===== src/hw/rtl/gml_pkg.sv =====
// Shared types and constants of the grid local maximum finder.
package gml_pkg;

  // Largest grid that the line stores, flags and position counters are sized for.
  localparam int COLS_MAX = 64;
  localparam int ROWS_MAX = 1024;

  // Configuration register field widths and register indexes.
  localparam int GRID_ROWS_W = 11;
  localparam int GRID_COLS_W = 7;
  localparam int CFG_DATA_W  = 11;
  localparam int CFG_INDEX_W = 1;

  localparam logic [CFG_INDEX_W-1:0] REG_GRID_ROWS = 1'd0;
  localparam logic [CFG_INDEX_W-1:0] REG_GRID_COLS = 1'd1;

  // Three line stores rotate through the incoming, centre and above roles.
  localparam int NUM_BANKS = 3;
  localparam int BANK_W    = 2;

  typedef enum logic [2:0] {
    S_IDLE,
    S_EVAL,
    S_SWEEP_RD,
    S_SWEEP_CHK,
    S_SWEEP_END
  } gml_state_t;

  // Commands from the controller to the datapath.
  typedef struct packed {
    logic in_ready;
    logic advance;
    logic push_center;
    logic park_center;
    logic sweep_step;
    logic sweep_take;
    logic push_final;
    logic clear_flags;
  } dp_cmd_t;

  // Status from the datapath to the controller.
  typedef struct packed {
    logic in_xfer;
    logic center_hit;
    logic end_of_row;
    logic last_row;
    logic flag_hit;
    logic sweep_last;
    logic pending_valid;
    logic out_free;
  } dp_status_t;

endpackage


===== src/hw/rtl/gml_ctrl.sv =====
// Controller state machine: pixel evaluation and the last-row flag sweep.
module gml_ctrl import gml_pkg::*; (
  input  logic       clk,
  input  logic       rst,
  input  dp_status_t st,
  output dp_cmd_t    cmd
);

  gml_state_t state;
  gml_state_t state_next;

  logic eval_flush;
  logic eval_blocked;
  logic chk_blocked;
  logic end_blocked;

  assign eval_flush   = st.end_of_row && st.last_row;
  assign eval_blocked = st.center_hit && !st.out_free;
  assign chk_blocked  = st.flag_hit && st.pending_valid && !st.out_free;
  assign end_blocked  = st.pending_valid && !st.out_free;

  // State register.
  always_ff @(posedge clk) begin
    if (rst) begin
      state <= S_IDLE;
    end else begin
      state <= state_next;
    end
  end

  // Next state.
  always_comb begin
    state_next = state;
    unique case (state)
      S_IDLE: begin
        if (st.in_xfer) begin
          state_next = S_EVAL;
        end
      end
      S_EVAL: begin
        if (eval_flush) begin
          state_next = S_SWEEP_RD;
        end else if (!eval_blocked) begin
          state_next = S_IDLE;
        end
      end
      S_SWEEP_RD: begin
        state_next = S_SWEEP_CHK;
      end
      S_SWEEP_CHK: begin
        if (!chk_blocked) begin
          state_next = st.sweep_last ? S_SWEEP_END : S_SWEEP_RD;
        end
      end
      S_SWEEP_END: begin
        if (!end_blocked) begin
          state_next = S_IDLE;
        end
      end
      default: state_next = S_IDLE;
    endcase
  end

  // Commands to the datapath.
  always_comb begin
    cmd = '0;
    unique case (state)
      S_IDLE: begin
        cmd.in_ready = 1'b1;
      end
      S_EVAL: begin
        if (eval_flush) begin
          cmd.advance     = 1'b1;
          cmd.park_center = 1'b1;
        end else if (!eval_blocked) begin
          cmd.advance     = 1'b1;
          cmd.push_center = st.center_hit;
        end
      end
      S_SWEEP_RD: begin
        cmd = '0;
      end
      S_SWEEP_CHK: begin
        if (!chk_blocked) begin
          cmd.sweep_take = st.flag_hit;
          cmd.sweep_step = !st.sweep_last;
        end
      end
      S_SWEEP_END: begin
        if (!end_blocked) begin
          cmd.push_final  = st.pending_valid;
          cmd.clear_flags = 1'b1;
        end
      end
      default: cmd = '0;
    endcase
  end

  // A parked result only exists while the sweep runs.
  a_no_pending_when_ready: assert property (@(posedge clk) disable iff (rst)
    cmd.in_ready |-> !st.pending_valid)
    else $error("pending result held while accepting pixels");

  // Results are only pushed into a free output register.
  a_push_into_free: assert property (@(posedge clk) disable iff (rst)
    (cmd.push_center || cmd.push_final) |-> st.out_free)
    else $error("result pushed into a full output register");

  // After a pixel transfer the controller evaluates it.
  a_xfer_then_eval: assert property (@(posedge clk) disable iff (rst)
    st.in_xfer |=> (state == S_EVAL))
    else $error("accepted pixel not evaluated");

endmodule


===== config.mk =====
export PLATFORM = sky130hd
export DESIGN_NAME = gml_ctrl
export DESIGN_NICKNAME = d
export VERILOG_FILES = /design/src/hw/rtl/gml_pkg.sv /design/src/hw/rtl/gml_ctrl.sv
export SDC_FILE = /design/constraint.sdc
export NUM_CORES = 1
export LEC_CHECK = 0
export ABC_AREA = 1
export BUFFER_PORTS_ARGS = -buffer_cell sky130_fd_sc_hd__buf_2
export CAP_MARGIN = 0
export CORE_AREA = 5 5 42 44
export CTS_CLUSTER_SIZE = 25
export DETAILED_ROUTE_END_ITERATION = 7
export DIE_AREA = 0 0 47 49
export SLEW_MARGIN = 0
export SYNTH_ARGS = -nofsm -noshare
export SYNTH_HDL_FRONTEND = slang
export SYNTH_SLANG_ARGS = --single-unit
export TNS_END_PERCENT = 1

===== constraint.sdc =====
create_clock -name clk -period 1.05 [get_ports clk]
set_clock_uncertainty 0.05 [all_clocks]
set_input_delay 0.1575 -clock clk [delete_from_list [all_inputs] [get_ports clk]]
set_output_delay 0.1575 -clock clk [all_outputs]
set_load 0.005 [all_outputs]

==> Word-level counts from Yosys, hierarchy flattened <==
Cells that the tools add are included.
{ "op_classes": {"n_addsub": 0, "mul": 0, "n_div": 0, "n_lt_le_gt_ge": 0, "n_eq_ne": 8, "shifts": 0, "muxes": 17, "n_bitwise": 0, "reduce_logical": 9} }
{ "ops": {"columns": ["operator", "count"], "rows": [
  ["$mux 3", 7],
  ["$pmux 3 s5", 1],
  ["$mux 2", 5],
  ["$eq 3x2->1 const B", 2],
  ["$ne 2x2->1 const B", 3],
  ["$logic_and 1x1->1", 5],
  ["$mux 1", 4],
  ["$reduce_and 4->1", 1],
  ["$eq 3x1->1 const B", 1],
  ["$eq 3x3->1 const B", 1],
  ["$logic_not 3->1", 1],
  ["$ne 3x3->1 const B", 1],
  ["$logic_not 1->1", 2]
]} }
{ "totals": {"regBits": 3, "latch_bits": 0, "ram_bits": 0, "mem_bits_ro": 0, "wordCells": 35, "mem_count": 0} }

==> Depth between registers and ports, before layout <==
{ "depth": {"ltp_word": 5, "mapped_depth": 8, "ltp_nobuf": 8} }

==> Worst setup path before layout <==
No wires, ideal clock.
{ "synth_path": {"path_kind": "register to register", "startpoint": "register state[0]", "endpoint": "register state[2]", "setup_ns": 0.113, "arrival_ns": 0.883, "required_ns": 0.887, "slack_ns": 0.005, "path_stages_with_launch": 8, "period_less_slack_ns": 1.045, "cell_sequence": "dfxtp_1 > nand2_1 > nor2_2 > nand2_2 > o21ai_0 > nor2_1 > nor2_1 > nor2_1"} }
{ "synth_between": {"elab_chain_len": 3, "word_cells_on_any_way": 11, "cone_classes": "eq/ne (8); mux (1); reduce/logical (2)"} }
{ "synth_rtl": {"columns": ["element", "line_no", "text"], "rows": [
  ["start, declared", "gml_ctrl.sv:9", "gml_state_t state;"],
  ["start signal, assigned", "gml_ctrl.sv:27", "state <= state_next;"],
  ["$eq 3x1->1 (tied with other cells)", "gml_ctrl.sv:34", "unique case (state)"],
  ["$ne 3x3->1 (no source line) or $ne 2x2->1 (tied branches)", null, null],
  ["$reduce_and 4->1 (no source line)", null, null]
]} }
Parallel ways exist; a longest one is shown, timed or not.
A chain may end at the register's enable or synchronous reset.

==> run metrics <==
status finished with violations; violated checks negative setup slack; TritonCTS buffer count 3; dpl hpwl 735 um; global route overflow 0; initial antenna violation count 0; post-route antenna net violation count 0; # IOs 18; Initial Utilization 0.213; clock share of power 0.300; Lkg Pwr 0.299 nW; period utilisation layout 1.22; max cap viols 0; post-route setup slack -0.228 ns; post-synthesis cell count 57; r2r worst-path depth 6; RSZ-0062 raised after global routing true; sequential element share of the synthesized area 0.201; Largest regs state: 3 flops; Cell Chain, Critical Path nand3b_1, a31oi_1, buf_2; CTS root buffer clkbuf_4; Core Region 0.00140 mm^2; Max Root-Sink Buffers 2; IR drop worst, VDD 0.660 mV; die height 49 um; Worst-Margin Slew 0.159 ns; area leader, netlist dfxtp_1; pwr/cell area 1310 mW/mm^2; Via density 4.35; final setup vio count 11; CP max stage delay 0.35 ns; Synth async-reset ratio 0; vias in the first global route 419; most flop-heavy register state; Worst slew margin 0.893; min Tclk post-route 1.28 ns; die area 0.00230 mm^2; Initial DRT Pass Iterations 4; clk_lat worst skew 0.23 ns; clock sink count 3; synthesized area 299 um^2; max FFs per register 3; via count 439; post-layout instance area 517 um^2; YS warnings 0; # port buffers 17; Final Max Slew Viols 0; Final Hold Vio Count 0; most frequent cells after synthesis 15 x nor2_1, 10 x inv_1, 9 x nand2_1, 8 x nand3_1, 3 x dfxtp_1; ant diodes 0; Worst EP required 0.84 ns; H-tree lvl count 1; Critical Path Sink cmd[6]; routability cong. 0.739; slowest library cell on the worst path dfxtp_2; NumNets Final 96; Synth top area share 0.201; dominant cells by area after synthesis dfxtp_1 20%, nor2_1 19%, nand3_1 13%; crit end category output pin; FF-to-FF setup slack -0.21 ns; DR WL/cell 9.45 um; TritonCTS clock tree built; area grow syn2layout 72.8%; arrival time worst endpoint 1.07 ns; Worst-path clk slew 0.04 ns; Core Rows 14; Unique masters post-synth 14; average size of a mapped cell 5.25 um^2; crit-path max FO 6; Seq pwr share 0.256; FF+latch count, synth 3; pre-CTS WS -0.140 ns; Worst Setup Path Type reg -> out; Placed Area 434 um^2; Critical R2R Launch state[2]; Worst Setup SP state[2]; hold crit path type in -> reg; largest net degree at the start of global routing 7; final WL 954 um; total track usage 0.0915; # DRC 0; Post-Syn Nets 67; width of the die 47 um; Sw Pwr 0.252 mW; Synth Flop Type dfxtp_1; number of synthesized flops with an enable pin 0; Net Sw Frac 0.373; top-count cell post-synth nor2_1; Max Clk Rate 782 MHz; global-route wire length before repair 1600 um; startpoint types flop; Pint 0.424 mW; layout cells sized above 1 0.494; combinational share of power 0.444; terminus of the critical flop-to-flop path state[0]; DR iter-0 viols 7
-- cell type report --
type                    count  area (um^2)
well taps                  16         20.0
repair buffers             24          138
fillers                   172          885
flip-flops and latches      3         66.3
clock buffers               4         26.3
inverters                  11         41.3
multi-input cells          43          225
-- timing repair --
action / CTS / global route
endpoints found under the setup margin: 11 / 11
setup buffers: 3 / 0
hold buffers: 0 / 0
pin swaps: 3 / 3
gates resized for setup: 10 / 3
-- placed cells by master (no fill, tap or decap) --
cell / count
o21ai_0: 1
a31oi_1: 1
nor2_4: 1
nand3b_1: 2
dfxtp_2: 2
clkbuf_1: 1
inv_1: 9
dfxtp_4: 1
nor3_2: 1
nor2_1: 13
inv_2: 2
nand3_1: 6
nand2_2: 2
nand2_1: 8
o21ai_1: 1
a21oi_1: 1
and3_2: 1
nor2_2: 3
buf_4: 7
clkbuf_4: 3
nand3_2: 2
buf_2: 17
-- how the worst min path moves through the flow --
| stage | to | slack, ns | depth (start not counted) | from |
|---|---|---|---|---|
| floorplan | state[1] | 0.18 | 1 | rst |
| global placement | state[1] | 0.28 | 2 | rst |
| detailed placement | state[1] | 0.28 | 2 | rst |
| CTS | state[1] | 0.03 | 2 | rst |
| global route | state[1] | 0.04 | 2 | rst |
| finish | state[1] | 0.03 | 2 | rst |
-- kinds of logic after synthesis --
group / synth area share
AND/OR/NAND/NOR: 0.590
AO/OA/AOI/OAI: 0.0711
buffers and inverters: 0.138
flip-flops: 0.201
-- stage by stage --
step | cells | total power [mW] | TNS [ns] | hold WS (ns) | util
2_1_floorplan | 57 | 0.310 | 0 | 0.177 | -
3_3_place_gp | 94 | 0.416 | -0.493 | 0.283 | 0.310
3_5_place_dp | 94 | 0.417 | -0.530 | 0.284 | 0.310
4_1_cts | 101 | 0.676 | -2.12 | 0.0258 | 0.363
5_1_grt | 101 | 0.740 | -2.90 | 0.0414 | 0.369
6_report | 101 | 0.677 | -2.02 | 0.0348 | 0.369
-- critical path: cells and delay by family, from the launching register on --
family / cells / cell delay (ns)
DFF: 1 / 0.35
and+or+nand+nor: 1 / 0.20
AOI/OAI and AO/OA: 1 / 0.15
buffers and inverters: 1 / 0.13
-- routing by layer --
layer | vias to the layer above | GRT usage | routed length [um]
li1 | 236 | - | -
met1 | 189 | 0.107 | 401
met3 | 0 | 0.0111 | 83
met2 | 14 | 0.149 | 468
met5 | - | 0 | 0
met4 | 0 | 0.0553 | 0
-- power by group through the flow --
stage	sequential (mW)	clock, mW	combinational (mW)
after detailed placement	0.158	0	0.260
after global routing	0.175	0.226	0.339
after floorplan	0.154	0	0.156
after global placement	0.157	0	0.259
final	0.173	0.203	0.301
after CTS	0.172	0.216	0.289
Power figures use the tool's default switching activity.
